`config.mk`:
```
export PLATFORM = sky130hd
export DESIGN_NAME = mdc_front
export DESIGN_NICKNAME = d
export VERILOG_FILES = /design/src/design/mdc_pkg.sv /design/src/design/mdc_front.sv
export SDC_FILE = /design/constraint.sdc
export NUM_CORES = 1
export LEC_CHECK = 0
export BUFFER_PORTS_ARGS = -buffer_cell sky130_fd_sc_hd__buf_2
export CORE_MARGIN = 2
export CORE_UTILIZATION = 50
export CTS_BUF_LIST = sky130_fd_sc_hd__clkbuf_16
export DETAILED_ROUTE_END_ITERATION = 12
export GPL_TIMING_DRIVEN = 0
export PLACE_DENSITY = 0.78
export SLEW_MARGIN = 20
export SYNTH_ARGS = -nofsm -noshare
export SYNTH_HDL_FRONTEND = slang
export SYNTH_SLANG_ARGS = --single-unit
```
`constraint.sdc`:
```
create_clock -name clk -period 4.44 [get_ports clk]
set_clock_uncertainty 0.15 [all_clocks]
set_input_delay 0.444 -clock clk [delete_from_list [all_inputs] [get_ports clk]]
set_output_delay 0.444 -clock clk [all_outputs]
set_load 0.01 [all_outputs]
```
`src/design/mdc_pkg.sv`:
```
`timescale 1ns / 1ps
// ----------------------------------------------------------------------------
// mdc_pkg
// Shared types, register indexes and CORDIC constants for the converter.
// ----------------------------------------------------------------------------
package mdc_pkg;

  localparam int WORD_BITS = 34;
  localparam int CFG_IDX_BITS = 3;
  localparam int CFG_DATA_BITS = 16;
  localparam int GUARD_BITS = 16;
  localparam int ANGLE_BITS = 34;
  localparam logic [31:0] INV_GAIN_Q32 = 32'd2608131496;

  localparam logic [CFG_IDX_BITS-1:0] REG_FORMAT = 3'd0;
  localparam logic [CFG_IDX_BITS-1:0] REG_IN_COLS = 3'd1;
  localparam logic [CFG_IDX_BITS-1:0] REG_COL_OFS = 3'd2;
  localparam logic [CFG_IDX_BITS-1:0] REG_COL_STEP = 3'd3;
  localparam logic [CFG_IDX_BITS-1:0] REG_OUT_COLS = 3'd4;
  localparam logic [CFG_IDX_BITS-1:0] REG_ROW_OFS = 3'd5;
  localparam logic [CFG_IDX_BITS-1:0] REG_ROW_STEP = 3'd6;
  localparam logic [CFG_IDX_BITS-1:0] REG_OUT_ROWS = 3'd7;

  localparam logic [1:0] FMT_COMPLEX = 2'd0;
  localparam logic [1:0] FMT_POWER = 2'd1;

  typedef struct packed {
    logic [1:0] fmt;
    logic       last_row;
    logic       last_frame;
  } tag_t;

  function automatic logic signed [ANGLE_BITS-1:0] atan_entry(input int i);
    logic signed [ANGLE_BITS-1:0] t;
    case (i)
      0: t = 34'sd536870912;   1: t = 34'sd316933406;
      2: t = 34'sd167458907;   3: t = 34'sd85004756;
      4: t = 34'sd42667331;    5: t = 34'sd21354465;
      6: t = 34'sd10679838;    7: t = 34'sd5340245;
      8: t = 34'sd2670163;     9: t = 34'sd1335087;
      10: t = 34'sd667544;     11: t = 34'sd333772;
      12: t = 34'sd166886;     13: t = 34'sd83443;
      14: t = 34'sd41722;      15: t = 34'sd20861;
      16: t = 34'sd10430;      17: t = 34'sd5215;
      18: t = 34'sd2608;       19: t = 34'sd1304;
      20: t = 34'sd652;        21: t = 34'sd326;
      22: t = 34'sd163;        23: t = 34'sd81;
      default: t = '0;
    endcase
    return t;
  endfunction

endpackage

```
`src/design/mdc_front.sv`:
```
`timescale 1ns / 1ps
// ----------------------------------------------------------------------------
// mdc_front
// Holds registers and grid counters; classifies each pixel as kept or dropped.
// ----------------------------------------------------------------------------
module mdc_front import mdc_pkg::*; #(
  parameter int MAX_COLUMNS = 16384
) (
  input  logic                     clk,
  input  logic                     rst,
  input  logic                     cfg_valid,
  input  logic [CFG_IDX_BITS-1:0]  cfg_index,
  input  logic [CFG_DATA_BITS-1:0] cfg_data,
  input  logic                     in_fire,
  output logic                     keep,
  output tag_t                     tag
);

  logic [1:0]  fmt;
  logic [14:0] in_cols, out_cols;
  logic [13:0] col_ofs;
  logic [7:0]  col_step, row_step;
  logic [15:0] row_ofs, out_rows;

  logic [16:0] in_col, next_col;
  logic [24:0] in_row, next_row;
  logic [15:0] out_col_cnt;
  logic [16:0] out_row_cnt;

  logic [16:0] rowlen, cols, rows;
  logic [7:0]  cstep, rstep;
  logic        done, kept_row, row_end;

  always_comb begin
    rowlen = (in_cols == '0) ? 17'd1 : {2'b0, in_cols};
    if (rowlen > 17'(MAX_COLUMNS)) rowlen = 17'(MAX_COLUMNS);
    cols  = (out_cols == '0) ? 17'd1 : {2'b0, out_cols};
    rows  = (out_rows == '0) ? 17'd1 : {1'b0, out_rows};
    cstep = (col_step == '0) ? 8'd1 : col_step;
    rstep = (row_step == '0) ? 8'd1 : row_step;
    done  = out_row_cnt >= rows;
    kept_row = in_row == next_row;
    keep  = !done && kept_row && in_col == next_col && {1'b0, out_col_cnt} < cols;
    row_end = in_col + 17'd1 >= rowlen;
    tag.fmt = fmt;
    tag.last_row = {1'b0, out_col_cnt} == cols - 17'd1;
    tag.last_frame = tag.last_row && out_row_cnt == rows - 17'd1;
  end

  always_ff @(posedge clk) begin
    if (rst) begin
      fmt <= '0; in_cols <= 15'd1; col_ofs <= '0; col_step <= 8'd1;
      out_cols <= 15'd1; row_ofs <= '0; row_step <= 8'd1; out_rows <= 16'd1;
      in_col <= '0; in_row <= '0; next_col <= '0; next_row <= '0;
      out_col_cnt <= '0; out_row_cnt <= '0;
    end else if (cfg_valid) begin
      // Write the register, then restart the frame with the new values.
      case (cfg_index)
        REG_FORMAT:   fmt <= cfg_data[1:0];
        REG_IN_COLS:  in_cols <= cfg_data[14:0];
        REG_COL_OFS:  col_ofs <= cfg_data[13:0];
        REG_COL_STEP: col_step <= cfg_data[7:0];
        REG_OUT_COLS: out_cols <= cfg_data[14:0];
        REG_ROW_OFS:  row_ofs <= cfg_data;
        REG_ROW_STEP: row_step <= cfg_data[7:0];
        REG_OUT_ROWS: out_rows <= cfg_data;
        default: ;
      endcase
      in_col <= '0; in_row <= '0;
      next_col <= (cfg_index == REG_COL_OFS) ? {3'b0, cfg_data[13:0]} : {3'b0, col_ofs};
      next_row <= (cfg_index == REG_ROW_OFS) ? {9'b0, cfg_data} : {9'b0, row_ofs};
      out_col_cnt <= '0; out_row_cnt <= '0;
    end else if (in_fire && !done) begin
      if (row_end) begin
        in_col <= '0;
        if (kept_row) begin
          out_row_cnt <= out_row_cnt + 17'd1;
          next_row <= next_row + {17'b0, rstep};
        end
        in_row <= in_row + 25'd1;
        next_col <= {3'b0, col_ofs};
        out_col_cnt <= '0;
      end else begin
        in_col <= in_col + 17'd1;
        if (keep) begin
          out_col_cnt <= out_col_cnt + 16'd1;
          next_col <= next_col + {9'b0, cstep};
        end
      end
    end
  end

endmodule

```
**After elaboration in Yosys (flattened, before gate mapping)**

Index checks and enable logic that the tools add are counted.

- Add/sub/neg operators: 8
- $mul: 0
- Divide/modulo/power cells: 0
- Order comparisons: 4
- Equality and inequality tests: 11
- Shift-type cells: 0
- Mux-type cells: 19
- Bitwise operators: 0
- Reduce and logical (&&, ||, !) cells: 31

Operators with widths:

| kind | count |
|---|---|
| two-way mux 25 bit | 4 |
| two-way mux 17 bit | 5 |
| two-way mux 16 bit | 4 |
| two-way mux 15 bit | 3 |
| adder 17 x 1 -> 17 bit, second input constant | 2 |
| == test 17 bit | 2 |
| zero test 15 bit | 2 |
| adder 25 x 1 -> 25 bit, second input constant | 1 |
| adder 25 x 8 -> 25 bit | 1 |
| == test 25 bit | 1 |
| AND reduction 2 bit | 11 |
| adder 17 x 8 -> 17 bit | 1 |
| == test 16 x 17 -> 1 bit | 1 |
| greater-or-equal comparator 17 x 16 -> 1 bit | 1 |
| greater-or-equal comparator 17 bit | 1 |
| subtractor 16 x 1 -> 17 bit, second input constant | 1 |
| adder 16 x 1 -> 16 bit, second input constant | 1 |
| zero test 16 bit | 1 |
| zero test 8 bit | 2 |
| less-than comparator 16 x 15 -> 1 bit | 1 |
| two-way mux 8 bit | 2 |
| subtractor 15 x 1 -> 16 bit, second input constant | 1 |
| greater-than comparator 15 bit, second input constant | 1 |
| two-way mux 14 bit | 1 |
| other kinds (10) | 22 |

- Flip-flop bits (word level): 211
- Latch bits: 0
- Bits in writable memories: 0
- ROM bits: 0
- Input bits: 23
- Output and inout port bits: 5
- Logic and storage cells: 87
- Memories: 0

**Logic depth before layout (Yosys ltp)**

- Word-level depth: 11
- Mapped depth: 18

**Least setup slack after synthesis**

No wires, ideal clock.

- Path type: reg-to-reg
- Start: register in_col[0]
- End: register next_col[5]
- Library setup time: 0.119 ns
- Arrival: 3.420 ns
- Data required time: 4.171 ns
- Slack: 0.751 ns
- Cell stages (with the launch flop): 17
- Path buffers: 2
- Path through: dfxtp_1 > ha_1 > and3_4 > nand3_1 > nor2_1 > nand2_1 > xnor2_1 > ha_1 > nand4_1 > nor3_1 > o41a_1 > or3_1 > buf_2 > o21ai_2 > nand2_1 > clkbuf_1 > o221a_2

- Cells in the longest elaborated chain, start to end: 5

Ends and longest elaborated chain:

| what | RTL line | RTL |
|---|---|---|
| start, declared | mdc_front.sv:25 | `logic [16:0] in_col, next_col;` |
| start signal, assigned | mdc_front.sv:84 | `in_col <= in_col + 17'd1;` |
| adder 17 x 1 -> 17 bit / == test 17 bit (equally long branches) | mdc_front.sv:44, mdc_front.sv:43 |  |
| greater-or-equal comparator 17 bit / logical AND 1 bit (equally long branches) | mdc_front.sv:44, mdc_front.sv:43 |  |
| two-way mux 17 bit / logical AND 1 bit (equally long branches) | mdc_front.sv:74, mdc_front.sv:43 |  |
| two-way mux 17 bit / nonzero test 3 bit (equally long branches) | -- |  |
| two-way mux 17 bit / AND reduction 2 bit (equally long branches) | -- |  |
| end signal, assigned | mdc_front.sv:70 | `next_col <= (cfg_index == REG_COL_OFS) ? {3'b0, cfg_data[13:0]} : {3'b0, col_ofs};` |
| end signal, assigned | mdc_front.sv:81 | `next_col <= {3'b0, col_ofs};` |
| end signal, assigned | mdc_front.sv:87 | `next_col <= next_col + {9'b0, cstep};` |
| end, declared | mdc_front.sv:25 |  |

Parallel ways exist; a longest one is shown, timed or not. The select of a mux whose other input is x is not followed.
A chain may end at the register's enable or synchronous reset.

==> impl_metrics.yaml <==
critical_path:
  rr_startpoint: "out_rows[4]$_SDFFE_PP0P_"
  worstSetupStartpointType: "flip-flop"
  timing.reg2reg.setup_slack_ns: 0.22
  cp_max_fo: 4
  cp.arrival_ns: 3.85
  criticalPathCategory: "flip-flop to primary output"
  crit_path_end_kind: "primary output"
  startpoint: "out_cols[6]$_SDFFE_PP0P_"
  endpoint: "tag[0]"
  required_ns: 3.85
  timing.rr.end: "in_row[22]$_SDFFE_PP0P_"
  worstRegToRegCells: 14
die:
  placementRows: 58
  core_um2: 25100
  die_w_um: 164
  start_util_pct: 50.9
  pin_count: 28
  die_h_um: 164
  die_area_um2: 26800
finish:
  area_growth_pct: 12.6
  nets: 1822
  finalNonFillerCells: 2077
  final_core_util_pct: 57.2
  n_antenna_cell: 0
  drive_above_1_share_pct: 8.76
placement:
  place_ws_ns: -0.574
  place_congestion: 0.942
  port-buffer-count: 18
  dpl.hpwl_um: 29200
  dp_cells: 2025
sta:
  hold_viol_final: 0
  finalWorstSetupSlack_ns: 0.0000933
  slew_headroom_pct: 44.4
  timing.fmax_mhz: 225
  slew_viol_final: 0
  worst_slew_pin_slew_ns: 0.827
  fin_crit_sh_pct: 100
  final.min_clock_period_ns: 4.44
  rsz0062_at_grt: "yes"
  setup_viol: 0
pwr:
  powerDensity_nw_per_um2: 338
  power_switching_mw: 1.37
  p_comb_share_pct: 13.9
  seqPwrFrac_pct: 41.1
  vdd_drop_max_v: 0.000367
  switching_share_pct: 28.2
  leakagePower_nw: 5.12
  p_clk_share_pct: 45.0
  p_int_mw: 3.49
synthesis:
  synth.area.mux_share_pct: 0.794
  synth.area.top_cells: "dfxtp_1, nand2_1, a21oi_1"
  ys_seq_area_share_pct: 33.1
  yosysWarnings: 0
  synthCells: 1677
  synth-simple-area-share_pct: 26.0
  syn_avg_cell_area_um2: 7.62
  synth_top_area_cell: "dfxtp_1"
  synth-adder-area-share_pct: 6.98
  syn_area_um2: 12800
  synth_edf_count: 0
  synth-main-ff-cell: "dfxtp_1"
  synthXorXnorAreaFrac_pct: 9.33
  synth.top_cell.area_share_pct: 33.1
  synth_compound_area_share_pct: 18.9
  ys_ff_latch: 211
  synthArstFlopShare_pct: 0
  synth_top_family_by_area: "simple AND/OR/NAND/NOR gates"
  ys_types: 80
  synth_fp_nets: 1770
hold_path:
  hold_depth: 3
  hold_path_class: "input pin to flip-flop"
cts:
  cts.hold.buffers_added: 0
  root_buffer: "clkbuf_16"
  clock_latency_ns: 0.54
  cts.reportedPaths.clkPinSlew_ns: 0.06
  cts_buffers: 24
  clock_path_buffers: 3
  cts_tree: "done"
  htreeDepth: 1
  clock-sinks: 211
global_route:
  grt_max_degree: 14
  grt.overflow.total: 0
  antenna_found_initial: 0
  grt_pass1_wl_um: 62700
  grt_usage_pct: 29.3
  grt_pass1_vias: 11900
detailed_routing:
  drt_iter0_drc: 1400
  via_per_inst: 6.19
  drt_first_pass_iters: 6
  drc: 0
  ant_nets: 0
  totalWireLength_um: 39900
  num_vias: 12900
  wire_per_inst_um: 19.2
status:
  status: "completed"
run:
  cap_violations: 0
[worst min-delay path by stage]
| stage | start | end | slack (ns) |
|---|---|---|---|
| after floorplan | row_ofs[0]$_SDFFE_PP0P_ | row_ofs[0]$_SDFFE_PP0P_ | 0.29 |
| after global placement | row_ofs[15]$_SDFFE_PP0P_ | row_ofs[15]$_SDFFE_PP0P_ | 0.29 |
| after detailed placement | row_ofs[13]$_SDFFE_PP0P_ | row_ofs[13]$_SDFFE_PP0P_ | 0.30 |
| after CTS | cfg_data[15] | out_rows[15]$_SDFFE_PP0P_ | 0.07 |
| after global routing | cfg_data[15] | out_rows[15]$_SDFFE_PP0P_ | 0.08 |
| final | cfg_data[15] | out_rows[15]$_SDFFE_PP0P_ | 0.09 |
[layout make-up]
class                   instances  area [µm²]
fillers                      2301       10700
clock inverters                20         263
flip-flops and latches        211        4230
plain buffers                  93         394
repair buffers                 30         188
clock buffers                  24         601
well taps                     330         413
multi-input cells            1306        8050
inverters                      63         236
[flip-flops by register name, indices dropped and copies added, names as in the netlist]
name,cells
out_rows,16
next_row,25
row_step,8
in_row,25
out_cols,15
col_step,8
row_ofs,16
fmt,2
in_col,17
col_ofs,14
in_cols,15
next_col,17
out_row_cnt,17
out_col_cnt,16
[per-layer routing]
layer / routed length [µm] / share of wire (%) / global-route usage, % / vias up
met5: 0 / 0 / 0 / -
met3: 3740 / 9.4 / 3.51 / 124
met1: 16400 / 41 / 39.5 / 6031
met2: 17800 / 45 / 47.7 / 659
li1: - / - / - / 6047
met4: 1940 / 4.9 / 12.4 / 0
[cells in the mapped netlist (4+ instances only)]
library cell  instances
or3_1                30
or4_1                13
a21oi_1             172
a21o_1                8
clkbuf_1             79
and2_1                9
mux2i_1               9
and3_1               18
o31ai_1              21
nor4_1               24
o221a_2               4
a31o_2                8
o2111ai_1             8
nor2_1              122
and4_1                4
xnor2_1              89
ha_1                 68
a22oi_1              18
dfxtp_1             211
nand2_1             305
o21ai_0              58
o211ai_1             11
nor2b_1               9
a31oi_1              17
nand3_1              58
nor3_1               43
inv_1                61
a21boi_0              4
a211oi_1             17
nand4_1              35
buf_2                12
nand2b_1              8
xor2_1               47
o21a_1                7
[power by group through the flow]
| stage | clock network [mW] | registers (mW) | logic [mW] |
|---|---|---|---|
| 2_1_floorplan | 0 | 2.01 | 0.402 |
| 5_1_grt | 2.27 | 2.00 | 0.719 |
| 3_3_place_gp | 0 | 2.03 | 0.601 |
| 4_1_cts | 2.18 | 1.99 | 0.639 |
| 3_5_place_dp | 0 | 2.03 | 0.612 |
| 6_report | 2.18 | 2.00 | 0.677 |
[critical path, cell delays in order (launching register included)]
cell and delay (ns):
dfxtp_4 0.35, or4_4 0.54, or4_4 0.54, buf_6 0.14
buf_6 0.10, or4_1 0.40, a32o_2 0.26, a2111oi_4 0.31
o2111a_2 0.31, o211ai_2 0.11, nor3_2 0.10, buf_2 0.14
[cell families (layout without fill, tap and decap cells)]
kind of cell	after synthesis	after routing
xor+xnor	136	136
compound gates	387	387
simple gates	703	703
flops	211	211
fa+ha+maj	70	70
mux	10	10
buf+inv	160	230
[cell usage in the layout, fill, tap and decap left out, drive strengths merged, types with 12 or more instances in the layout]
master / synthesis / routed
xor2: 47 / 47
nor2: 122 / 122
nor3: 46 / 46
nor4: 24 / 24
o31ai: 21 / 21
xnor2: 89 / 89
a22oi: 18 / 18
nand4: 37 / 37
a31oi: 17 / 17
nand2: 305 / 305
inv: 61 / 63
a21oi: 172 / 172
ha: 68 / 68
o21ai: 59 / 59
and3: 19 / 19
clkbuf: 81 / 102
nand3: 59 / 59
o211ai: 12 / 12
buf: 16 / 45
or4: 16 / 16
dfxtp: 211 / 211
a211oi: 17 / 17
or3: 31 / 31
clkinv: 2 / 13
[stage by stage]
step / power [mW] / instance area (µm²) / hold slack [ns] / TNS [ns]
after floorplan: 2.41 / 12800 / 0.286 / 0
after global placement: 2.63 / 13300 / 0.291 / -12.28
after detailed placement: 2.64 / 13300 / 0.296 / -16.76
after CTS: 4.81 / 14200 / 0.0741 / 0
after global routing: 4.98 / 14400 / 0.0777 / -0.167
final: 4.85 / 14400 / 0.0945 / 0
[what timing repair did]
| item | 4_1_cts | 5_1_grt |
|---|---|---|
| pin swaps | 5 | 10 |
| setup buffers | 3 | 9 |
| gates resized for setup | 23 | 33 |
| setup endpoints to repair | 69 | 91 |
| cloned | 0 | 0 |
No activity file was read; power rests on OpenSTA's default activity.
